--- src/design/irec_pkg.sv ---
`timescale 1ns / 1ps

package irec_pkg;

  localparam int REG_COUNT = 32;
  localparam int MEM_WORDS = 4096;
  localparam int RF_AW     = $clog2(REG_COUNT);
  localparam int MEM_AW    = $clog2(MEM_WORDS);

  localparam logic [3:0] OP_NOP   = 4'd0;
  localparam logic [3:0] OP_ADD   = 4'd1;
  localparam logic [3:0] OP_SUB   = 4'd2;
  localparam logic [3:0] OP_MUL   = 4'd3;
  localparam logic [3:0] OP_AND   = 4'd4;
  localparam logic [3:0] OP_OR    = 4'd5;
  localparam logic [3:0] OP_XOR   = 4'd6;
  localparam logic [3:0] OP_MOVC  = 4'd7;
  localparam logic [3:0] OP_LOAD  = 4'd8;
  localparam logic [3:0] OP_STORE = 4'd9;
  localparam logic [3:0] OP_BZ    = 4'd10;
  localparam logic [3:0] OP_BNZ   = 4'd11;
  localparam logic [3:0] OP_JUMP  = 4'd12;
  localparam logic [3:0] OP_HALT  = 4'd13;

  typedef struct packed {
    logic        en;
    logic [4:0]  idx;
    logic [31:0] data;
  } rf_wr_t;

  typedef struct packed {
    logic              wr_en;
    logic              rd_en;
    logic [MEM_AW-1:0] addr;
    logic [31:0]       wdata;
  } dm_req_t;

  typedef struct packed {
    logic [15:0]       next_pc;
    logic              redirect;
    logic              wr;
    logic [4:0]        widx;
    logic [31:0]       res;
    logic              zero;
    logic              halt;
    logic              addr_err;
    logic              is_load;
    logic              is_store;
    logic [MEM_AW-1:0] mem_addr;
  } ex_res_t;

endpackage

--- src/design/irec_alu.sv ---
`timescale 1ns / 1ps

module irec_alu (
  input  logic               [3:0]  op,
  input  logic               [4:0]  dest,
  input  logic signed        [15:0] imm,
  input  logic               [15:0] pc,
  input  logic               [31:0] a,
  input  logic               [31:0] b,
  input  logic                      zero_in,
  input  logic                      halt_in,
  output irec_pkg::ex_res_t         res_o
);
  import irec_pkg::*;

  ex_res_t     r;
  logic [31:0] immw;
  logic [31:0] base;
  logic [32:0] sum;
  logic        addr_ok;
  logic        has;
  logic [31:0] val;

  always_comb begin
    r        = '0;
    immw     = {{16{imm[15]}}, imm};
    base     = (op == OP_STORE) ? b : a;
    // word address is signed base plus offset, checked before truncation
    sum      = {base[31], base} + {{17{imm[15]}}, imm};
    addr_ok  = !sum[32] && (sum[31:0] < 32'(MEM_WORDS));
    has      = 1'b0;
    val      = '0;
    r.next_pc  = pc + 16'd4;
    r.zero     = zero_in;
    r.halt     = halt_in;
    r.mem_addr = sum[MEM_AW-1:0];
    if (halt_in) begin
      r.next_pc = pc;
    end else begin
      case (op)
        OP_NOP: begin
        end
        OP_ADD: begin
          val    = a + b;
          has    = 1'b1;
          r.zero = (val == '0);
        end
        OP_SUB: begin
          val    = a - b;
          has    = 1'b1;
          r.zero = (val == '0);
        end
        OP_MUL: begin
          val    = a * b;
          has    = 1'b1;
          r.zero = (val == '0);
        end
        OP_AND: begin
          val = a & b;
          has = 1'b1;
        end
        OP_OR: begin
          val = a | b;
          has = 1'b1;
        end
        OP_XOR: begin
          val = a ^ b;
          has = 1'b1;
        end
        OP_MOVC: begin
          val = immw;
          has = 1'b1;
        end
        OP_LOAD: begin
          if (addr_ok) begin
            r.is_load = 1'b1;
            has       = 1'b1;
          end else begin
            r.addr_err = 1'b1;
          end
        end
        OP_STORE: begin
          if (addr_ok) begin
            r.is_store = 1'b1;
          end else begin
            r.addr_err = 1'b1;
          end
        end
        OP_BZ: begin
          if (zero_in) begin
            r.next_pc  = pc + immw[15:0];
            r.redirect = 1'b1;
          end
        end
        OP_BNZ: begin
          if (!zero_in) begin
            r.next_pc  = pc + immw[15:0];
            r.redirect = 1'b1;
          end
        end
        OP_JUMP: begin
          r.next_pc  = a[15:0] + immw[15:0];
          r.redirect = 1'b1;
        end
        OP_HALT: begin
          r.halt = 1'b1;
        end
        default: begin
        end
      endcase
      if (has && (32'(dest) < 32'(REG_COUNT))) begin
        r.wr   = 1'b1;
        r.widx = dest;
        r.res  = val;
      end
    end
  end

  assign res_o = r;

endmodule

--- config.mk ---
export PLATFORM = sky130hd
export DESIGN_NAME = irec_alu
export DESIGN_NICKNAME = d
export VERILOG_FILES = /design/src/design/irec_pkg.sv /design/src/design/irec_alu.sv
export SDC_FILE = /design/constraint.sdc
export NUM_CORES = 2
export LEC_CHECK = 0
export BUFFER_PORTS_ARGS = -buffer_cell sky130_fd_sc_hd__buf_4
export CORE_MARGIN = 10
export CORE_UTILIZATION = 40
export DETAILED_ROUTE_END_ITERATION = 12
export GPL_TIMING_DRIVEN = 0
export PLACE_DENSITY = 0.57
export SLEW_MARGIN = 20
export SYNTH_ARGS = -nofsm -noshare
export SYNTH_HDL_FRONTEND = slang
export SYNTH_SLANG_ARGS = --single-unit
--- constraint.sdc ---
create_clock -name vclk -period 24
set_input_delay 1.2 -clock vclk [all_inputs]
set_output_delay 1.2 -clock vclk [all_outputs]
set_load 0.01 [all_outputs]
==> summary.txt <==
Run status
  – Outcome: complete, no violations

Timing
  – Crit path time final: 13.01 ns
  – Post-route clock period utilization: 0.5420
  – Final Hold Viols: 0
  – RSZ-0062 raised after global routing: no
  – Maximum clock frequency: 76.87 MHz
  – Fin Setup TNS: 0 ns
  – Endpoints failing setup: 0
  – Worst slew margin: 0.1519
  – Slew at the pin closest to its max-slew limit: between 1 and 1.5 ns
  – Final Max Slew Viols: 0

Synthesis
  – Synth top area cells: fa_1, ha_1, inv_1
  – Seq/Total Area, Yosys: 0
  – Mapped Nets: 4,104
  – Gate Count Post-Synth: approximately 3.3k
  – Syn Area/Cell: about 7.6 um2
  – Synth cell count leaders: inv_1, nor2_1, fa_1, nand2_1, ha_1
  – Cell area after synthesis: 0.02499 mm2
  – Top-count cell post-synth: inv_1
  – Netlist cell types: 79
  – Synth area leader: fa_1
  – Top cell type's share of synthesized area: 0.3308
  – Syn. warnings: 0

Critical path
  – Crit-path max cell delay: 0.86 ns
  – Buf/Inv on CP: 12
  – Arr. time, crit path: roughly 12 ns
  – Most Frequent Cell on Critical Path: fa_1
  – CP max FO: 10
  – CP delay by family, top: adder cells
  – WP data required: 22.80 ns
  – Slowest library cell on the worst path: clkinv_1
  – Kind of critical path: in -> out
  – Critical path capture point type: output port
  – Nature of the critical path startpoint: input port

Layout
  – # clk buffers: 0
  – Final #Nets: roughly 4.3k
  – Register area: 0 um2
  – Synthesis-to-layout area growth: 9.663%
  – Seq cells: 0
  – Share of cells above drive strength 1: 0.06088

Detailed routing
  – Final ANT Viol Nets: 0
  – DRT iter0 DRCs: 3,367
  – Vias per cell: 6.051
  – Overall routed net length: 124,200 um
  – WL/cell: 28.73 um
  – Residual DRC: 0
  – 1st-pass router iterations: 6
  – Vias: 26.16k

Floorplan
  – Die area: 0.07288 mm2
  – Die Height: 270.0 um
  – I/O Pins: about 180
  – Initial core utilization: 0.4042
  – Die span in x: about 270 um
  – Core Region: between 0.06 and 0.07 mm2
  – Site Rows: 91

Hold path
  – HP Class: in -> out

Place
  – DP HPWL: 102,700 um
  – PortBufs: 179
  – GP Congestion: ~1.1

Global route
  – Initial antenna violation count: 6
  – Vias in the first global route: 25.63k
  – Largest net degree at the start of global routing: 21
  – First-pass GRT wire length: approximately 180,000 um
  – Total gr overflow: 0
  – Tot GR Track Use: 0.3302

Clock tree
  – Gates resized, CTS repair: 0
  – Post-CTS Setup Repair Bufs: 0
  – CTS Hold Bufs: 0

Job
  – MaxCap Viol Count: 0
area by class of cell:
| type | count | area [um2] |
|---|---|---|
| repair buffers | 179 | 1344 |
| diodes | 5 | 12.51 |
| plain buffers | 159 | 603.1 |
| fillers | 6529 | 34420 |
| inverters | 514 | 1929 |
| well taps | 837 | 1047 |
| multi-input cells | 2630 | 22470 |
per-stage QoR:
step / utilization / setup slack, ns / cell area, um2 / cells / hold WS (ns)
floorplan: - / 14.39 / 24990 / 3303 / 2.533
detailed placement: 0.4430 / 11.46 / 27390 / 4319 / 2.735
global placement: 0.4429 / 11.47 / 27380 / 4319 / 2.739
CTS: 0.4430 / 11.45 / 27390 / 4319 / 2.738
finish: 0.4433 / 10.99 / 27410 / 4324 / 2.743
global route: 0.4431 / 10.97 / 27390 / 4319 / 2.749
routing by layer:
| metal | global-route usage | part of all wire |
|---|---|---|
| met3 | 0.1109 | 0.14 |
| met2 | 0.4684 | 0.40 |
| met4 | 0.1638 | 0.066 |
| met5 | 0 | 0.00031 |
| met1 | 0.4404 | 0.40 |
worst paths after layout:
check,start,endpoint,cells past startpoint
hold / removal,pc[0],res_o[56],4
setup / recovery,a[4],res_o[16],31
tightest hold or removal path: cells and delay by family:
kind	cells	cell delay, ns
buffers and inverters	2	0.20
AOI/OAI and AO/OA	2	0.13
placed cells by master, fill, tap and decap left out, drive strengths merged, types with 21 or more instances in the layout:
cell and count:
a211oi 23, a21o 40, a21oi 163, a221oi 25, a31oi 22, buf 197, clkbuf 141, fa 413
ha 281, inv 496, nand2 393, nand3 37, nor2 432, nor2b 21, nor3 53, o211ai 27
o21a 26, o21ai 153, o21bai 23, xnor2 129, xor2 44
logic make-up after synthesis:
logic type / count (synthesis) / synth area share
fa+ha+maj: 694 / 0.4715
mux: 8 / 0.003254
compound gates: 660 / 0.1731
buf+inv: 673 / 0.1012
simple gates: 1095 / 0.1903
xor+xnor: 173 / 0.06063
