### config.mk
export PLATFORM = sky130hd
export DESIGN_NAME = irec_regfile
export DESIGN_NICKNAME = d
export VERILOG_FILES = /design/src/design/irec_pkg.sv /design/src/design/irec_regfile.sv
export SDC_FILE = /design/constraint.sdc
export NUM_CORES = 1
export LEC_CHECK = 0
export BUFFER_PORTS_ARGS = -buffer_cell sky130_fd_sc_hd__buf_2
export CAP_MARGIN = 20
export CORE_MARGIN = 5
export CORE_UTILIZATION = 35
export DETAILED_ROUTE_END_ITERATION = 16
export PLACE_DENSITY = 0.56
export SYNTH_ARGS = -nofsm -noshare
export SYNTH_HDL_FRONTEND = slang
export SYNTH_SLANG_ARGS = --single-unit
### constraint.sdc
create_clock -name clk -period 7.2 [get_ports clk]
set_clock_uncertainty 0.1 [all_clocks]
set_input_delay 1.44 -clock clk [delete_from_list [all_inputs] [get_ports clk]]
set_output_delay 1.44 -clock clk [all_outputs]
set_load 0.05 [all_outputs]
### src/design/irec_pkg.sv
`timescale 1ns / 1ps

package irec_pkg;

  localparam int REG_COUNT = 32;
  localparam int MEM_WORDS = 4096;
  localparam int RF_AW     = $clog2(REG_COUNT);
  localparam int MEM_AW    = $clog2(MEM_WORDS);

  localparam logic [3:0] OP_NOP   = 4'd0;
  localparam logic [3:0] OP_ADD   = 4'd1;
  localparam logic [3:0] OP_SUB   = 4'd2;
  localparam logic [3:0] OP_MUL   = 4'd3;
  localparam logic [3:0] OP_AND   = 4'd4;
  localparam logic [3:0] OP_OR    = 4'd5;
  localparam logic [3:0] OP_XOR   = 4'd6;
  localparam logic [3:0] OP_MOVC  = 4'd7;
  localparam logic [3:0] OP_LOAD  = 4'd8;
  localparam logic [3:0] OP_STORE = 4'd9;
  localparam logic [3:0] OP_BZ    = 4'd10;
  localparam logic [3:0] OP_BNZ   = 4'd11;
  localparam logic [3:0] OP_JUMP  = 4'd12;
  localparam logic [3:0] OP_HALT  = 4'd13;

  typedef struct packed {
    logic        en;
    logic [4:0]  idx;
    logic [31:0] data;
  } rf_wr_t;

  typedef struct packed {
    logic              wr_en;
    logic              rd_en;
    logic [MEM_AW-1:0] addr;
    logic [31:0]       wdata;
  } dm_req_t;

  typedef struct packed {
    logic [15:0]       next_pc;
    logic              redirect;
    logic              wr;
    logic [4:0]        widx;
    logic [31:0]       res;
    logic              zero;
    logic              halt;
    logic              addr_err;
    logic              is_load;
    logic              is_store;
    logic [MEM_AW-1:0] mem_addr;
  } ex_res_t;

endpackage

### src/design/irec_regfile.sv
`timescale 1ns / 1ps

module irec_regfile (
  input  logic             clk,
  input  logic             rst_n,
  input  logic [4:0]       rd_idx_a,
  input  logic [4:0]       rd_idx_b,
  input  irec_pkg::rf_wr_t wr,
  output logic [31:0]      rd_data_a,
  output logic [31:0]      rd_data_b
);
  import irec_pkg::*;

  logic [31:0]          mem [REG_COUNT];
  logic [REG_COUNT-1:0] vld_r;
  logic [31:0]          data_a_r;
  logic [31:0]          data_b_r;
  logic                 hit_a_r;
  logic                 hit_b_r;

  always_ff @(posedge clk) begin
    if (wr.en) begin
      mem[wr.idx[RF_AW-1:0]] <= wr.data;
    end
    data_a_r <= mem[rd_idx_a[RF_AW-1:0]];
    data_b_r <= mem[rd_idx_b[RF_AW-1:0]];
  end

  // entries never written read as zero
  always_ff @(posedge clk) begin
    if (!rst_n) begin
      vld_r   <= '0;
      hit_a_r <= 1'b0;
      hit_b_r <= 1'b0;
    end else begin
      if (wr.en) begin
        vld_r[wr.idx[RF_AW-1:0]] <= 1'b1;
      end
      hit_a_r <= (32'(rd_idx_a) < 32'(REG_COUNT)) && vld_r[rd_idx_a[RF_AW-1:0]];
      hit_b_r <= (32'(rd_idx_b) < 32'(REG_COUNT)) && vld_r[rd_idx_b[RF_AW-1:0]];
    end
  end

  assign rd_data_a = hit_a_r ? data_a_r : '0;
  assign rd_data_b = hit_b_r ? data_b_r : '0;

endmodule

==> run metrics, run 1 <==
status finished clean; post-DR vias/cell 5.85; worst-path fanout max 17; Wirelength per Cell 33.0 um; CTS resizes 0; internal power around 11 mW; Syn Inst Count approximately 2.2k; Top FF cell, synth edfxtp_1; ys async rst share 0%; initial antenna violation count 10; EDFF count, synth 1024; Max-Cap Viols 0; Initial Util between 30% and 40%; dpl hpwl 76200 um; sequential power share 50.4%; die area about 150000 um2; total CTS buffers around 120; 1st-pass router iterations 5; post-synthesis cell type count 29; DR iter-0 viols 2786; setup bufs post-CTS 0; Finished Core Util 40.1%; H-Tree Depth 3; Static Leak roughly 18 nW; Area Overhead vs Synth 13.6%; Die Y-Extent 388 um; total track usage a little under a fifth; RSZ-0062 raised after global routing no; Final GP Congestion about 0.75; Clock Sinks 1122; Clock Latency Late Sink about 720 ps; register area share after synthesis 65.3%; Worst setup EP type primary output; worst hold margin 404 ps; clk buf depth 3; Clock power frac 41.9%; Pwr Density 254 nW/um2; post-synth net total approximately 2.3k; Hold-fix buffers, CTS 0; Hold WC Path Type flop to flop; flop-to-flop setup slack 5270 ps; Total Power 14.5 mW; Max Slew Vio Count 0; most common cell in the netlist edfxtp_1; CTS tree built; top post-synthesis cells by count edfxtp_1, mux4_2, dfxtp_1; DR DRC count 0; Die W 388 um; fin nets 2392; # IOs 114; Fin Setup TNS 0 ps; Hold Fails Final Rpt 0; largest net degree at the start of global routing 103; number of port buffers 113; post-route cell area 56900 um2; Yosys reg bits 1122; Root Driver clkbuf_16; Net Sw Frac between 20% and 30%; final WL 143000 um; fmax 251 MHz; row count 138; DR vias 25.4k; synth warn 0; CORE AREA 142000 um2; clk slew on worst S/H paths ~60 ps; final setup vio count 0; CP startpoint kind flop; fin crit period 3980 ps; Mapped Area 50100 um2; critical path required time 5660 ps; CP arrival roughly 2400 ps; Synth area leaders edfxtp_1, mux4_2, dfxtp_1; switching power total 3.24 mW; crit path kind flop to primary output; Relative slew margins 21.4%; VDD IR max slightly above 0.2 mV; Mapped Avg Cell Area 22.6 um2; logic gate share of total power 7.7%; Period Utilization, post-route 55.3%; Final ANT Viol Nets 0; Area after DPL 53000 um2; share of cells above drive strength 1 45.3%; first-pass GRT wire length 204000 um; Slew @ Worst Pin ~1200 ps; Yosys top cell area share 61.4%; vias in the first global route ~27k; dominant cell type by area after synthesis edfxtp_1; gr ovfl total 0
## metrics by stage
step                      instances  worst slack, ps
after detailed placement       4112             2780
after CTS                      4336             3090
after global placement         4111             2790
final                          4341             3220
after floorplan                2214             3190
after global routing           4336             3070
## layer usage
layer / vias up / part of all wire, % / global-route usage (%)
met2: 1063 / 48 / 30.5
li1: 10000 / - / -
met1: 14100 / 42 / 26.6
met5: - / 0.0049 / 0
met3: 182 / 7.4 / 3.53
met4: 2 / 2.3 / 4.92
## final timing paths
path                                  start             to  cells after the start
worst max-delay path                hit_b_r  rd_data_b[13]                      3
worst min-delay path              vld_r[31]      vld_r[31]                      2
worst min register to register    vld_r[31]      vld_r[31]                      2
worst max register to register  mem[31][27]   data_b_r[27]                      3
## area by class of cell
class | instances | area, um2
fillers | 12500 | 85000
flip-flops and latches | 1122 | 32700
clock buffers | 158 | 3220
clock inverters | 66 | 636
well taps | 1890 | 2360
diodes | 5 | 12.5
inverters | 3 | 11.3
repair buffers | 175 | 1180
multi-input cells | 922 | 16800
## placed cells by master (no fill, tap or decap), types with 7 or more instances in the layout
master / synthesis / routed
mux2_2: 67 / 67
clkbuf_16: 0 / 119
edfxtp_1: 1024 / 1024
and2_1: 64 / 64
nand3b_1: 7 / 7
clkbuf_8: 0 / 10
nor2_1: 94 / 62
buf_2: 30 / 104
mux4_2: 652 / 652
buf_4: 24 / 58
clkinv_2: 0 / 23
dfxtp_1: 98 / 96
mux2i_1: 10 / 10
bufinv_16: 0 / 10
clkbuf_1: 87 / 29
nor2_4: 0 / 32
buf_12: 0 / 7
clkinv_1: 1 / 20
## flip-flops by register name, indices dropped and copies added, names as in the netlist
| name | cells |
|---|---|
| data_a_r | 32 |
| data_b_r | 32 |
| hit_a_r | 1 |
| hit_b_r | 1 |
| mem | 1024 |
| vld_r | 32 |
## power by group through the flow
stage / Sequential [mW] / Clock, mW / Combinational [mW]
2_1_floorplan: 7.40 / 0 / 0.777
3_3_place_gp: 7.43 / 0 / 1.12
3_5_place_dp: 7.44 / 0 / 1.14
4_1_cts: 7.30 / 6.19 / 1.14
5_1_grt: 7.30 / 6.48 / 1.19
6_report: 7.29 / 6.06 / 1.12
## critical path, cell delays in order (launching register included)
cell	delay (ps)
dfxtp_2	660
buf_4	440
and2_1	310
buf_2	310
## cells by family (layout without fill, tap and decap cells)
family / count (synthesis) / in the layout / share of synthesized area [%]
simple gates: 182 / 182 / 1.81
mux: 729 / 729 / 31.0
compound gates: 11 / 11 / 0.177
flops: 1122 / 1122 / 65.3
buf+inv: 170 / 402 / 1.68
other cells: 0 / 5 / 0
No activity file was read; power rests on OpenSTA's default activity.
==> run 2, diff against run 1 <==
==> constraint.sdc (replaced) <==
create_clock -name clk -period 3.7 [get_ports clk]
set_clock_uncertainty 0.1 [all_clocks]
set_input_delay 0.74 -clock clk [delete_from_list [all_inputs] [get_ports clk]]
set_output_delay 0.74 -clock clk [all_outputs]
set_load 0.05 [all_outputs]
==> run metrics, run 2 (synthesis results as in run 1) <==
CP startpoint kind flop (unchanged); gr ovfl total 0 (unchanged); Clock power frac 41.5% (was 41.9%); logic gate share of total power 8.0% (was 7.7%); Slew @ Worst Pin 881 ps (was 1180 ps); total CTS buffers 117 (was 118); Wirelength per Cell 32.2 um (was 33.0 um); CTS resizes 0 (unchanged); Max Slew Vio Count 0 (unchanged); status finished clean (unchanged); Fin Setup TNS 0 ps (unchanged); dpl hpwl 83100 um (was 76200 um); Net Sw Frac 22.2% (was 22.4%); fin crit period 3200 ps; Die W 388 um (unchanged); post-DR vias/cell 5.78 (was 5.85); # IOs 114 (unchanged); Root Driver clkbuf_16 (unchanged); DR DRC count 0 (unchanged); post-route insts no fill 4414 (was 4341); CP max stage cell dfxtp_2 (unchanged); final setup vio count 0 (unchanged); Worst setup EP type primary output (unchanged); Die Y-Extent 388 um (unchanged); critical path required time 2860 ps (was 5660 ps); Hold Fails Final Rpt 0 (unchanged); largest net degree at the start of global routing 57 (was 103); total track usage 18.7% (was 18.9%); Clock Sinks 1122 (unchanged); die area 151000 um2 (unchanged); internal power 21.9 mW (was 11.2 mW); 1st-pass router iterations 5 (unchanged); Hold-fix buffers, CTS 0 (unchanged); Static Leak 18.2 nW (was 17.7 nW); Relative slew margins 41.2% (was 21.4%); first-pass GRT wire length 203000 um (was 204000 um); worst hold margin 240 ps (was 404 ps); Period Utilization, post-route 86.4%; setup bufs post-CTS 0 (unchanged); Finished Core Util 40.8% (was 40.1%); share of cells above drive strength 1 46.6% (was 45.3%); initial antenna violation count 13 (was 10); final WL 142000 um (was 143000 um); switching power total 6.23 mW (was 3.24 mW); Clock Latency Late Sink 710 ps (was 720 ps); worst-path fanout max 14 (was 17); fmax 313 MHz; DR iter-0 viols 2536 (was 2786); CORE AREA 142000 um2 (unchanged); Hold WC Path Type input port to flop (was flop to flop); row count 138 (unchanged); Pwr Density 485 nW/um2 (was 254 nW/um2); RSZ-0062 raised after global routing no (unchanged); crit path kind flop to primary output (unchanged); most frequent cells in the layout edfxtp_1, mux4_2, clkbuf_16, buf_2, dfxtp_1 (unchanged); FILL cells 12.4k (was 12.5k); Inst Count DP 4184 (was 4112); DR vias 25.5k (was 25.4k); vias in the first global route 27.6k (was 27.3k); clk buf depth 3 (unchanged); CP arrival 2360 ps (was 2440 ps); Final ANT Viol Nets 0 (unchanged); sequential power share 50.5% (was 50.4%); number of port buffers 113 (unchanged); Area Overhead vs Synth 15.7% (was 13.6%); VDD IR max 0.466 mV (was 0.203 mV); r2r worst-path depth 3 (unchanged); Hold Crit Depth 2 (unchanged); H-Tree Depth 3 (unchanged); clk slew on worst S/H paths 60 ps (about the same); CTS tree built (unchanged); CP cell instances buf_4 -> and2_1 -> buf_2 (unchanged); Final GP Congestion 0.768 (was 0.749); most common cell after layout, fill and taps aside edfxtp_1 (unchanged); Largest register FFs 1024 (unchanged); Max-Cap Viols 0 (unchanged); fin nets 2463 (was 2392); Total Power 28.1 mW (was 14.5 mW); Initial Util 35.3% (unchanged); biggest cell delay along the critical path 830 ps (was 660 ps)
run 2: cell count changes in the layout (fill, tap and decap cells not counted), sizes merged:
| cell | previous run | this run |
|---|---|---|
| buf | 175 | 247 |
| bufinv | 10 | 9 |
| clkbuf | 158 | 173 |
| clkinv | 49 | 34 |
| clkinvlp | 5 | 2 |
| diode | 5 | 7 |
| inv | 5 | 8 |
run 2: worst max-delay path: cells and delay by family, from the launching register on:
| kind | cells | cell delay (ps) |
|---|---|---|
| flip-flops | 1 | 830 |
| buffers and inverters | 2 | 610 |
| AND/OR/NAND/NOR | 1 | 210 |
run 2: layer usage:
| metal | routed length, um | track usage [%] |
|---|---|---|
| met1 | 57800 | 25.5 |
| met2 | 68500 | 30.0 |
| met3 | 11800 | 4.53 |
| met4 | 3840 | 5.60 |
| met5 | 48 | 0 |
run 2: power groups by stage:
stage	Combinational [mW]	Sequential, mW	Clock [mW]
after floorplan	1.51	14.4	0
final	2.26	14.2	11.7
after detailed placement	2.30	14.5	0
after global placement	2.27	14.5	0
after CTS	2.30	14.2	11.9
after global routing	2.40	14.2	12.5
run 2: cell type report:
cell class	instances	area, um2	area share, %
well taps	1890	2360	4.08
flip-flops and latches	1122	32700	56.4
diodes	7	17.5	0.0302
clock inverters	50	546	0.941
multi-input cells	922	16800	28.9
clock buffers	173	3270	5.64
repair buffers	247	2260	3.89
inverters	3	11.3	0.0194
run 2: worst paths after layout:
kind	to	slack, ps	startpoint
setup reg to reg	data_b_r[7]	1770	mem[28][7]
hold / removal	vld_r[19]	240	rst_n
hold reg to reg	vld_r[17]	390	vld_r[17]
setup / recovery	rd_data_a[8]	500	hit_a_r
run 2: metrics by stage:
step	cell area [um2]	setup WS [ps]
floorplan	50100	394
global placement	54100	499
detailed placement	54100	494
CTS	57900	356
global route	57900	340
finish	58000	504
